[config.mk]
export PLATFORM = sky130hd
export DESIGN_NAME = speed_ramp_generator_unit
export DESIGN_NICKNAME = d
export VERILOG_FILES = /design/src/sv/srg_pkg.sv /design/src/sv/srg_muldiv.sv /design/src/sv/speed_ramp_generator_unit.sv
export VERILOG_INCLUDE_DIRS = /design/src /design/src/sv
export SDC_FILE = /design/constraint.sdc
export NUM_CORES = 2
export LEC_CHECK = 0
export ABC_AREA = 1
export BUFFER_PORTS_ARGS = -buffer_cell sky130_fd_sc_hd__buf_2
export CAP_MARGIN = 20
export CORE_MARGIN = 5
export CORE_UTILIZATION = 50
export DETAILED_ROUTE_END_ITERATION = 12
export PLACE_DENSITY = 0.71
export SYNTH_ARGS = -nofsm -noshare
export SYNTH_HDL_FRONTEND = slang
export SYNTH_SLANG_ARGS = --single-unit
[constraint.sdc]
create_clock -name clock -period 12.47 [get_ports clock]
set_input_delay 1.8705 -clock clock [delete_from_list [all_inputs] [get_ports clock]]
set_output_delay 1.8705 -clock clock [all_outputs]
set_load 0.03 [all_outputs]
[src/sv/speed_ramp_generator_unit_defines.svh]
// Assertion macros for the speed ramp generator unit.
// Each macro checks a property on the rising edge of clock, gated by reset.
// Included by the RTL files that carry assertions; no other dependencies.
`ifndef SPEED_RAMP_GENERATOR_UNIT_DEFINES_SVH
`define SPEED_RAMP_GENERATOR_UNIT_DEFINES_SVH

`ifndef ASSERT_OFF
`define SRG_ASSERT_IMP(lbl, ante, cons) \
   lbl: assert property (@(posedge clock) disable iff (reset) (ante) |-> (cons)) \
      else $error("speed ramp generator assertion failed");
`define SRG_ASSERT_NXT(lbl, ante, cons) \
   lbl: assert property (@(posedge clock) disable iff (reset) (ante) |=> (cons)) \
      else $error("speed ramp generator assertion failed");
`else
`define SRG_ASSERT_IMP(lbl, ante, cons)
`define SRG_ASSERT_NXT(lbl, ante, cons)
`endif

`endif

[src/sv/srg_pkg.sv]
// Shared types and constants of the speed ramp generator unit.
// Used by srg_muldiv, speed_ramp_generator_unit and the testbench; depends on nothing.
`default_nettype none

package srg_pkg;

   localparam int DATA_W = 32;
   localparam int ELAPSED_W = 31;
   localparam int PROD_W = DATA_W + ELAPSED_W;
   localparam int STEP_W = 34;
   localparam int WIDE_W = 37;
   localparam int CMD_W = 3;
   localparam int MODE_W = 3;
   localparam int CSR_ADDR_W = 4;
   localparam int TIME_SCALE_DEFAULT = 1000000;

   localparam logic [STEP_W-1:0] STEP_CAP = STEP_W'(64'h2_0000_0000);

   localparam logic [CMD_W-1:0] CMD_UPDATE = 3'd0;
   localparam logic [CMD_W-1:0] CMD_BEGIN  = 3'd1;
   localparam logic [CMD_W-1:0] CMD_END    = 3'd2;
   localparam logic [CMD_W-1:0] CMD_GOAL   = 3'd3;
   localparam logic [CMD_W-1:0] CMD_BRAKE  = 3'd4;

   localparam logic [MODE_W-1:0] MODE_IDLE     = 3'd0;
   localparam logic [MODE_W-1:0] MODE_SLOPE    = 3'd1;
   localparam logic [MODE_W-1:0] MODE_CONSTANT = 3'd2;
   localparam logic [MODE_W-1:0] MODE_ENDING   = 3'd3;
   localparam logic [MODE_W-1:0] MODE_BRAKE    = 3'd4;

   localparam logic [1:0] REG_RAMP_RATE  = 2'd0;
   localparam logic [1:0] REG_BRAKE_RATE = 2'd1;
   localparam logic [1:0] REG_TOLERANCE  = 2'd2;

   typedef struct packed {
      logic busy;
      logic done;
   } srg_div_status_type;

endpackage

`default_nettype wire

[src/sv/srg_muldiv.sv]
// Shared multiply unit: step = rate * elapsed / TIME_SCALE, capped at STEP_CAP.
// One 33x32 multiplier forms the product, a reciprocal estimate and its back product,
// then a short compare and subtract loop fixes the quotient. Depends on srg_pkg.
`default_nettype none
`include "speed_ramp_generator_unit_defines.svh"

module srg_muldiv
   import srg_pkg::*;
#(
   parameter int TIME_SCALE = TIME_SCALE_DEFAULT
) (
   input  wire logic                 clock,
   input  wire logic                 reset,
   input  wire logic                 start,
   input  wire logic [DATA_W-1:0]    rate,
   input  wire logic [ELAPSED_W-1:0] elapsed,
   output srg_div_status_type        status,
   output logic [STEP_W-1:0]         step
);

   // The estimate never exceeds the true quotient and is short by at most eight.
   localparam int SH = $clog2(TIME_SCALE) + 1;
   localparam int RECIP_SH = 30;
   localparam int REM_W = 36;
   localparam int QW = STEP_W - 1;
   localparam int MA_W = QW;
   localparam int MP_W = MA_W + DATA_W;
   localparam logic [63:0] CAP_LIM = 64'(TIME_SCALE) << 33;
   localparam logic [63:0] RECIP_WIDE = (64'd1 << (SH + RECIP_SH)) / 64'(TIME_SCALE);
   localparam logic [DATA_W-1:0] RECIP = DATA_W'(RECIP_WIDE);
   localparam logic [DATA_W-1:0] DIVISOR = DATA_W'(TIME_SCALE);
   localparam logic [REM_W-1:0] TS_REM = REM_W'(TIME_SCALE);
   localparam logic [REM_W-1:0] REM_BOUND = REM_W'(64'(TIME_SCALE) * 64'd9);

   typedef enum logic [5:0] {
      D_IDLE = 6'b000001,
      D_PROD = 6'b000010,
      D_EST  = 6'b000100,
      D_BACK = 6'b001000,
      D_FIX  = 6'b010000,
      D_DONE = 6'b100000
   } div_state_type;

   div_state_type     state_ff, state_in;
   logic [PROD_W-1:0] prod_ff, prod_in;
   logic [REM_W-1:0]  rem_ff, rem_in;
   logic [QW-1:0]     quot_ff, quot_in;
   logic              capped_ff, capped_in;
   logic [MA_W-1:0]   mul_a;
   logic [DATA_W-1:0] mul_b;
   logic [MP_W-1:0]   mul_p;
   logic [DATA_W-1:0] p_hi;
   logic              over_cap;

   assign mul_p    = MP_W'(mul_a) * MP_W'(mul_b);
   assign p_hi     = DATA_W'(prod_ff >> SH);
   assign over_cap = ({1'b0, prod_ff} >= CAP_LIM);

   always_comb begin
      mul_a = '0;
      mul_b = '0;
      unique case (state_ff)
         D_PROD: begin
            mul_a = MA_W'(rate);
            mul_b = DATA_W'(elapsed);
         end
         D_EST: begin
            mul_a = MA_W'(p_hi);
            mul_b = RECIP;
         end
         D_BACK: begin
            mul_a = quot_ff;
            mul_b = DIVISOR;
         end
         default: begin
         end
      endcase
   end

   always_comb begin
      state_in  = state_ff;
      prod_in   = prod_ff;
      rem_in    = rem_ff;
      quot_in   = quot_ff;
      capped_in = capped_ff;
      unique case (state_ff)
         D_IDLE: begin
            if (start) begin
               state_in = D_PROD;
            end
         end
         D_PROD: begin
            prod_in  = mul_p[PROD_W-1:0];
            state_in = D_EST;
         end
         D_EST: begin
            quot_in   = mul_p[RECIP_SH +: QW];
            capped_in = over_cap;
            state_in  = over_cap ? D_DONE : D_BACK;
         end
         D_BACK: begin
            rem_in   = REM_W'(prod_ff - mul_p[PROD_W-1:0]);
            state_in = D_FIX;
         end
         D_FIX: begin
            if (rem_ff >= TS_REM) begin
               rem_in  = rem_ff - TS_REM;
               quot_in = quot_ff + QW'(1);
            end else begin
               state_in = D_DONE;
            end
         end
         D_DONE: begin
            state_in = D_IDLE;
         end
         default: begin
            state_in = D_IDLE;
         end
      endcase
   end

   always_ff @(posedge clock) begin
      if (reset) begin
         state_ff <= D_IDLE;
      end else begin
         state_ff <= state_in;
      end
   end

   always_ff @(posedge clock) begin
      prod_ff   <= prod_in;
      rem_ff    <= rem_in;
      quot_ff   <= quot_in;
      capped_ff <= capped_in;
   end

   assign step = capped_ff ? STEP_CAP : STEP_W'(quot_ff);

   assign status.busy = (state_ff != D_IDLE);
   assign status.done = (state_ff == D_DONE);

   `SRG_ASSERT_IMP(a_start_when_idle, start, state_ff == D_IDLE)
   `SRG_ASSERT_IMP(a_fix_rem_bounded, state_ff == D_FIX, rem_ff < REM_BOUND)
   `SRG_ASSERT_NXT(a_done_single, state_ff == D_DONE, state_ff == D_IDLE)

endmodule

`default_nettype wire

[src/sv/speed_ramp_generator_unit.sv]
// Timing: an update tick in slope, ending or brake mode is computed by the shared multiplier
// sequence in srg_muldiv (S_LOAD, S_WAIT, then S_FIN; the fix steps are skipped when the
// step saturates); every other command goes straight to S_FIN. S_FIN commits the result
// once the response register is free. Throughput: one transaction at a time; req_tready
// rises together with rsp_tvalid, so a new one is taken only after the last is committed.
// Synchronous reset clears the mode, speeds, slope start, goal and registers at once.
`default_nettype none
`include "speed_ramp_generator_unit_defines.svh"

module speed_ramp_generator_unit
   import srg_pkg::*;
#(
   parameter int TIME_SCALE = TIME_SCALE_DEFAULT
) (
   input  wire logic                  clock,
   input  wire logic                  reset,
   input  wire logic                  req_tvalid,
   output logic                       req_tready,
   input  wire logic [63:0]           req_tdata,   // timestamp_us [31:0], new_speed [63:32]
   input  wire logic [CMD_W-1:0]      req_tuser,   // command [2:0]
   output logic                       rsp_tvalid,
   input  wire logic                  rsp_tready,
   output logic [DATA_W-1:0]          rsp_tdata,   // speed [31:0]
   output logic [3:0]                 rsp_tuser,   // ramp_mode [2:0], time_error [3]
   input  wire logic                  csr_psel,
   input  wire logic                  csr_penable,
   input  wire logic                  csr_pwrite,
   input  wire logic [CSR_ADDR_W-1:0] csr_paddr,
   input  wire logic [DATA_W-1:0]     csr_pwdata,
   output logic [DATA_W-1:0]          csr_prdata,
   output logic                       csr_pready
);

   typedef enum logic [3:0] {
      S_IDLE = 4'b0001,
      S_LOAD = 4'b0010,
      S_WAIT = 4'b0100,
      S_FIN  = 4'b1000
   } srg_state_type;

   srg_state_type         state_ff, state_in;
   logic [DATA_W-1:0]     ramp_rate_ff, brake_rate_ff, tolerance_ff;
   logic [MODE_W-1:0]     mode_ff, mode_in;
   logic [DATA_W-1:0]     speed_ff, speed_in;
   logic [DATA_W-1:0]     start_speed_ff, start_speed_in;
   logic [DATA_W-1:0]     start_time_ff, start_time_in;
   logic [DATA_W-1:0]     goal_ff, goal_in;
   logic [CMD_W-1:0]      cmd_ff;
   logic [DATA_W-1:0]     ts_ff, ns_ff;
   logic [ELAPSED_W-1:0]  elapsed_ff;
   logic                  late_ff;
   logic                  rsp_valid_ff;
   logic [DATA_W-1:0]     rsp_speed_ff;
   logic [MODE_W-1:0]     rsp_mode_ff;
   logic                  rsp_late_ff;

   logic                  accept;
   logic                  needs_calc;
   logic [DATA_W-1:0]     elapsed_raw;
   logic                  commit;
   logic                  csr_write;
   logic [DATA_W-1:0]     rate_sel;
   srg_div_status_type    div_status;
   logic [STEP_W-1:0]     step;
   logic signed [WIDE_W-1:0] start_s, goal_s, tol_s, step_s, v_up, v_dn;

   assign accept      = req_tvalid && req_tready;
   assign req_tready  = (state_ff == S_IDLE);
   assign needs_calc  = (req_tuser == CMD_UPDATE) &&
                        ((mode_ff == MODE_SLOPE) || (mode_ff == MODE_ENDING) ||
                         (mode_ff == MODE_BRAKE));
   assign elapsed_raw = req_tdata[31:0] - start_time_ff;
   assign commit      = (state_ff == S_FIN) && (!rsp_valid_ff || rsp_tready);
   assign rate_sel    = (mode_ff == MODE_BRAKE) ? brake_rate_ff : ramp_rate_ff;

   srg_muldiv #(
      .TIME_SCALE(TIME_SCALE)
   ) u_muldiv (
      .clock  (clock),
      .reset  (reset),
      .start  (state_ff == S_LOAD),
      .rate   (rate_sel),
      .elapsed(elapsed_ff),
      .status (div_status),
      .step   (step)
   );

   always_comb begin
      state_in = state_ff;
      unique case (state_ff)
         S_IDLE: begin
            if (accept) begin
               state_in = needs_calc ? S_LOAD : S_FIN;
            end
         end
         S_LOAD: state_in = S_WAIT;
         S_WAIT: begin
            if (div_status.done) begin
               state_in = S_FIN;
            end
         end
         S_FIN: begin
            if (commit) begin
               state_in = S_IDLE;
            end
         end
         default: state_in = S_IDLE;
      endcase
   end

   assign start_s = WIDE_W'(start_speed_ff);
   assign goal_s  = WIDE_W'(goal_ff);
   assign tol_s   = WIDE_W'(tolerance_ff);
   assign step_s  = WIDE_W'(step);
   assign v_up    = start_s + step_s;
   assign v_dn    = start_s - step_s;

   always_comb begin
      mode_in        = mode_ff;
      speed_in       = speed_ff;
      start_speed_in = start_speed_ff;
      start_time_in  = start_time_ff;
      goal_in        = goal_ff;
      unique case (cmd_ff)
         CMD_UPDATE: begin
            if (mode_ff == MODE_SLOPE) begin
               if (start_s + tol_s < goal_s) begin
                  if (v_up + tol_s > goal_s) begin
                     speed_in = goal_ff;
                     mode_in  = MODE_CONSTANT;
                  end else begin
                     speed_in = v_up[DATA_W-1:0];
                  end
               end else if (start_s > goal_s + tol_s) begin
                  if (v_dn < goal_s + tol_s) begin
                     speed_in = goal_ff;
                     mode_in  = MODE_CONSTANT;
                  end else begin
                     speed_in = v_dn[DATA_W-1:0];
                  end
               end else begin
                  speed_in = goal_ff;
                  mode_in  = MODE_CONSTANT;
               end
            end else if ((mode_ff == MODE_ENDING) || (mode_ff == MODE_BRAKE)) begin
               if (v_dn < tol_s) begin
                  speed_in = '0;
                  mode_in  = MODE_IDLE;
               end else begin
                  speed_in = v_dn[DATA_W-1:0];
               end
            end
         end
         CMD_BEGIN: begin
            if (mode_ff == MODE_IDLE) begin
               mode_in        = MODE_SLOPE;
               start_time_in  = ts_ff;
               start_speed_in = speed_ff;
            end
         end
         CMD_END, CMD_BRAKE: begin
            if ((mode_ff == MODE_SLOPE) || (mode_ff == MODE_CONSTANT)) begin
               mode_in        = (cmd_ff == CMD_END) ? MODE_ENDING : MODE_BRAKE;
               start_time_in  = ts_ff;
               start_speed_in = speed_ff;
            end
         end
         CMD_GOAL: begin
            goal_in = ns_ff;
            if ((mode_ff == MODE_SLOPE) || (mode_ff == MODE_CONSTANT)) begin
               mode_in        = MODE_SLOPE;
               start_time_in  = ts_ff;
               start_speed_in = speed_ff;
            end
         end
         default: begin
         end
      endcase
   end

   always_ff @(posedge clock) begin
      if (reset) begin
         state_ff       <= S_IDLE;
         mode_ff        <= MODE_IDLE;
         speed_ff       <= '0;
         start_speed_ff <= '0;
         start_time_ff  <= '0;
         goal_ff        <= '0;
         rsp_valid_ff   <= 1'b0;
      end else begin
         state_ff <= state_in;
         if (commit) begin
            mode_ff        <= mode_in;
            speed_ff       <= speed_in;
            start_speed_ff <= start_speed_in;
            start_time_ff  <= start_time_in;
            goal_ff        <= goal_in;
            rsp_valid_ff   <= 1'b1;
         end else if (rsp_tready) begin
            rsp_valid_ff <= 1'b0;
         end
      end
   end

   always_ff @(posedge clock) begin
      if (accept) begin
         cmd_ff     <= req_tuser;
         ts_ff      <= req_tdata[31:0];
         ns_ff      <= req_tdata[63:32];
         late_ff    <= needs_calc && elapsed_raw[DATA_W-1];
         elapsed_ff <= elapsed_raw[DATA_W-1] ? '0 : elapsed_raw[ELAPSED_W-1:0];
      end
      if (commit) begin
         rsp_speed_ff <= speed_in;
         rsp_mode_ff  <= mode_in;
         rsp_late_ff  <= late_ff;
      end
   end

   assign rsp_tvalid = rsp_valid_ff;
   assign rsp_tdata  = rsp_speed_ff;
   assign rsp_tuser  = {rsp_late_ff, rsp_mode_ff};

   assign csr_pready = 1'b1;
   assign csr_write  = csr_psel && csr_penable && csr_pwrite && csr_pready;

   always_ff @(posedge clock) begin
      if (reset) begin
         ramp_rate_ff  <= '0;
         brake_rate_ff <= '0;
         tolerance_ff  <= '0;
      end else if (csr_write) begin
         unique case (csr_paddr[3:2])
            REG_RAMP_RATE:  ramp_rate_ff  <= csr_pwdata;
            REG_BRAKE_RATE: brake_rate_ff <= csr_pwdata;
            REG_TOLERANCE:  tolerance_ff  <= csr_pwdata;
            default: begin
            end
         endcase
      end
   end

   always_comb begin
      unique case (csr_paddr[3:2])
         REG_RAMP_RATE:  csr_prdata = ramp_rate_ff;
         REG_BRAKE_RATE: csr_prdata = brake_rate_ff;
         REG_TOLERANCE:  csr_prdata = tolerance_ff;
         default:        csr_prdata = '0;
      endcase
   end

   `SRG_ASSERT_IMP(a_div_idle_when_ready, req_tready, !div_status.busy)
   `SRG_ASSERT_NXT(a_rsp_hold, rsp_tvalid && !rsp_tready, rsp_tvalid && $stable(rsp_tdata))
   `SRG_ASSERT_IMP(a_mode_legal, 1'b1, mode_ff <= MODE_BRAKE)

endmodule

`default_nettype wire

-- Yosys cells after proc, flatten, opt, wreduce, memory -nomap -nowiden
Cells that the tools add are included.
- ROM bits: 0
- output and inout bits: 71
- bits in latches: 0
- register bits after elaboration: 506
- memory bits (writable): 0
- memories kept: 0
- equality and inequality tests: 28
- add/subtract/negate cells: 9
- div/mod/pow operators: 0
- reduce and logical (&&, ||, !) cells: 31
- mux-type cells: 46
- bitwise logic cells: 0
- order comparisons: 7
- shift operators: 0
- multiply operators: 1
- operators by type and width (cell ; count):
    $mux 32 ; 13
    $pmux 32 s3 ; 2
    $pmux 32 s2 ; 2
    $pmux 33 s3 ; 1
    $pmux 36 s2 ; 1
    $add 32x32->33 ; 2
    $pmux 33 s2 ; 1
    $ge 63x53->1 const B ; 1
    $mul 33x32->63 ; 1
    $gt 33x37->1 ; 1
    $add 35x32->36 ; 1
    $ge 36x20->1 const B ; 1
    $gt 36x32->1 ; 1
    $mux 36 ; 1
    $sub 36x20->36 const B ; 1
    $sub 36x36->36 ; 1
    $add 32x34->35 ; 1
    $lt 35x33->1 ; 1
    $lt 35x34->1 ; 1
    $sub 32x34->35 ; 1
    $mux 34 ; 1
    $add 33x1->33 const B ; 1
    $lt 33x32->1 ; 1
    $mux 3 ; 11
    other kinds (36) ; 73

-- Logic depth before layout (Yosys ltp)
- word-level depth: 8
- gate-level depth with buffers: 54
- depth with buffers taken out: 51

-- Modules after synthesis
A second synthesis with hierarchy kept.
- cell total of the unflattened synthesis: 9768
- area total of the unflattened synthesis: 73639.4 um2
- by module, submodules not included (module ; instances ; area an instance (um2) ; cells each):
    srg_muldiv ; 1 ; 43432.9 ; 5424
    speed_ramp_generator_unit ; 1 ; 30206.5 ; 4344

-- Worst setup path before layout
Ideal clock, no wire load.
- path kind: flip-flop to flip-flop
- start: register u_muldiv.state_ff[4]
- end: register u_muldiv.rem_ff[33] (data pin)
- path buffers: 4
- stages on the path, launching flop included: 48
- arrival: 9.970 ns
- path slack: 2.246 ns
- required time: 12.216 ns
- setup time: 0.254 ns
- period minus slack after synthesis: 10.224 ns
- path through: dfxtp_1 -> nor2_1 -> inv_1 -> nor4_2 -> buf_2 -> buf_2 -> buf_2 -> nand2_1 -> clkbuf_1 -> nor2_1 -> fa_1 -> inv_1 -> fa_1 -> fa_1 -> fa_1 -> inv_1 -> fa_1 -> inv_1 -> [12 not listed] -> xnor2_1 -> inv_1 -> ha_1 -> nand2_1 -> nor2_1 -> nand2_1 -> o211ai_1 -> nand2_1 -> nand2_1 -> nand2_1 -> nand3b_1 -> nand2_1 -> o21ai_1 -> nand2_1 -> nand2_1 -> nand2_1 -> nand3_1 -> nand2_1
- word-level cells in the longest chain between the ends: 5
- elaborated cells between the ends (all ways): 9
- classes of those cells: add/sub: 1; mul: 1; eq/ne: 4; mux: 3
- ends and longest elaborated chain (what ; line ; text):
    start: declaration ; srg_muldiv.sv:44 ; div_state_type state_ff, state_in;
    start signal: assignment ; srg_muldiv.sv:126 ; state_ff <= state_in;
    $eq 6x4->1 (tied with other cells) ; srg_muldiv.sv:62 ; unique case (state_ff)
    $pmux 33 s3 / $pmux 32 s3 (equally long branches) ; srg_muldiv.sv:62 ;
    $mul 33x32->63 * ; srg_muldiv.sv:55 ; assign mul_p = MP_W'(mul_a) * MP_W'(mul_b);
    named net u_muldiv.mul_p[23] ; srg_muldiv.sv:51 ; logic [MP_W-1:0] mul_p;
    $sub 36x36->36 * ; srg_muldiv.sv:102 ; rem_in = REM_W'(prod_ff - mul_p[PROD_W-1:0]);
    $pmux 36 s2 * ; srg_muldiv.sv:86 ; unique case (state_ff)
    named net u_muldiv.rem_in[33] ; srg_muldiv.sv:46 ; logic [REM_W-1:0] rem_ff, rem_in;
    end signal: assignment ; srg_muldiv.sv:132 ; rem_ff <= rem_in;
    end: declaration ; srg_muldiv.sv:46 ;
The timed path passes the listed nets; every way through them passes the cells marked *.
A chain may end at the register's enable or synchronous reset.

-- Worst setup path in the final report
- start: register u_muldiv.state_ff[0]
- end: register u_muldiv.rem_ff[33] (data pin)
Same word-level chain as after synthesis.

==> metrics.cfg <==
[critical_path]
endpoint_kind = flop
reg2reg_slack_ps = 940
r2r_end = u_muldiv.rem_ff[33]
start_kind = flop
worstSetupPathType = flop to flop
max_stage_delay_ps = 680
required_ps = 12880
timing.critical_path.buf_inv = 9
crit_family = adder cells
crit_fanout = 45
crit_top_cell = nand2_1
critical_path.slowest_cell = o21ai_1
reg2regPathDepth = 49
r2r_start = u_muldiv.state_ff[0]
arrival_ps = 11940

[sta]
final.setup_skew_ps = 68.4
setup_violations = 0
timing.final.crit_share_pct = 92.4
min_period_ps = 11530
hold_viol = 0
fmax_mhz = 86.8
drv_slew = 0
worstMarginPinSlew_ps = 1240
rsz0062_at_grt = no
maxSlewHeadroom_pct = 16.5
finalSetupTns_ps = 0

[grt]
grt_pass1_wl_um = 410000
groute.usage.overall_pct = 36.1
grt-ovfl-total = 0
grt_max_degree = 77
antenna_found_initial = 15
grt_pass1_vias = 65900

[synth]
ys_warn_count = 0
synth_edf_count = 268
synthCells = 9279
synth_area_per_cell_um2 = 7.70
synth-seq-cells = 506
syn_area_um2 = 71500
async_flop_share_pct = 0
ys_types = 65
synth_ff_type = edfxtp_1
synth_seq_area_share_pct = 17.9

[clock_network]
clockRootBuffer = clkbuf_16
cts_buffers = 61
clockBufferDepth = 3
clock_latency_ps = 700
postCtsHoldBufs = 0
clk_pin_slew_ps = 60
clock_sinks = 506
h-tree-depth = 2
cts_resized = 0
post-cts-setup-buffer-count = 0
cts_tree = built

[floorplanning]
row_count = 138
fp.coreArea_um2 = 142000
ios = 181
initial_utilization_pct = 50.4
dieWidth_um = 388
die_h_um = 388
die-area_um2 = 151000

[power]
leakage_nw = 37.4
combPwrFrac_pct = 19.8
power.density_cell_area_nw_per_um2 = 60.9
seqPwrFrac_pct = 40.1
swShare_pct = 32.7
power_switching_mw = 1.53
clockPowerShare_pct = 40.0
ir_worst_vdd_mv = 0.120
p_int_mw = 3.15

[hold_path]
hold_depth = 0
min_to = rsp_late_ff
hold_path.class = flop to flop
worstHoldStart = late_ff

[cells_and_area]
top_regs = u_muldiv.prod_ff: 63 flops, u_muldiv.rem_ff: 36 flops, u_muldiv.quot_ff: 33 flops
num-nets-final = 11100
drive_gt1_share_pct = 5.93
fillCellCount = 13500
post-route-util_pct = 54.3
final_area_um2 = 76900
layout_common_cells = 1844 x nand2_1, 1761 x inv_1, 1108 x nor2_1
largest_reg_flops = 63
layout_commonest_cell = nand2_1
multi_input_area_um2 = 50600
seq_area_um2 = 12800
regMostFlops = u_muldiv.prod_ff
syn2layout_area_growth_pct = 7.62

[place]
hpwl_um = 226000
gp_congestion = 1.06
io_buffer_count = 177
placed_area_um2 = 74800

[drt]
vias_per_cell = 5.68
ant_nets = 0
drtPass1Iterations = 8
drt-wirelength-per-cell_um = 24.2
drt-initial-drc-count = 5828
drcViolationCount = 0
vias = 64400
routed_wl_um = 275000

[status]
outcome = finished clean

[flow_run]
drv_cap = 0

[metal layers]
metal | GRT usage [%] | part of all wire, % | vias to the layer above
met3 | 6.58 | 8.5 | 860
li1 | - | - | 29100
met1 | 43.9 | 37 | 31400
met4 | 24.1 | 8.6 | 0
met5 | 0 | 0 | -
met2 | 58.6 | 45 | 3110
[worst max path at each step]
stage | from | to | slack, ps | cells after the start
after detailed placement | u_muldiv.state_ff[4] | u_muldiv.rem_ff[33] | 1170 | 46
after floorplan | u_muldiv.state_ff[4] | u_muldiv.rem_ff[33] | 2250 | 47
after CTS | u_muldiv.state_ff[4] | u_muldiv.rem_ff[33] | 1160 | 46
final | u_muldiv.state_ff[0] | u_muldiv.rem_ff[33] | 940 | 49
after global placement | u_muldiv.state_ff[4] | u_muldiv.rem_ff[33] | 1230 | 46
after global routing | u_muldiv.state_ff[3] | u_muldiv.rem_ff[33] | 400 | 44
[cell type report]
class	count	area share (%)
well taps	1890	3.07
diodes	11	0.0358
inverters	1809	8.83
multi-input cells	6652	65.8
repair buffers	354	2.88
flip-flops and latches	506	16.7
clock inverters	37	0.463
clock buffers	79	2.25
[metrics by stage]
step	power [mW]	hold WS [ps]	instances	setup WS, ps
after floorplan	2.46	400	9301	2250
after global placement	2.80	406	11200	1230
after detailed placement	2.82	422	11200	1170
after CTS	4.69	438	11300	1160
after global routing	4.85	450	11300	397
final	4.69	433	11300	943
[logic make-up after synthesis]
kind of cell	synth area share [%]
buffers and inverters	11.5
DFF	17.9
adders and majority gates	37.2
AOI/OAI and AO/OA	9.86
other	0.0105
and+or+nand+nor	20.0
xor gates and xnor gates	3.45
muxes	0.0140
[power groups by stage]
stage | Clock, mW | Combinational [mW] | Sequential, mW
2_1_floorplan | 0 | 0.555 | 1.91
3_3_place_gp | 0 | 0.891 | 1.91
3_5_place_dp | 0 | 0.905 | 1.91
4_1_cts | 1.90 | 0.908 | 1.88
5_1_grt | 1.97 | 1.00 | 1.89
6_report | 1.88 | 0.929 | 1.88
[Yosys cell counts, drive strengths merged, types with 6 or more instances]
| cell type | number | share of area, % |
|---|---|---|
| nand2 | 1856 | 9.8 |
| inv | 1792 | 9.4 |
| nor2 | 1119 | 5.9 |
| fa | 932 | 26 |
| ha | 636 | 11 |
| a21oi | 523 | 3.7 |
| o21ai | 409 | 2.9 |
| nand3 | 287 | 2.0 |
| edfxtp | 268 | 11 |
| dfxtp | 238 | 6.7 |
| clkbuf | 221 | 1.2 |
| xor2 | 200 | 2.5 |
| buf | 113 | 0.84 |
| nor3 | 102 | 0.74 |
| xnor2 | 79 | 0.98 |
| o21a | 72 | 0.76 |
| nor4 | 67 | 0.61 |
| nand4 | 57 | 0.50 |
| o211ai | 47 | 0.49 |
| a211oi | 44 | 0.46 |
| a31oi | 43 | 0.38 |
| a21o | 34 | 0.36 |
| o21bai | 34 | 0.37 |
| or2 | 18 | 0.16 |
| clkinv | 17 | 0.089 |
| nand3b | 16 | 0.17 |
| a21boi | 14 | 0.16 |
| o221ai | 7 | 0.086 |
| and3 | 6 | 0.053 |
(Power assumes the default switching activity.)
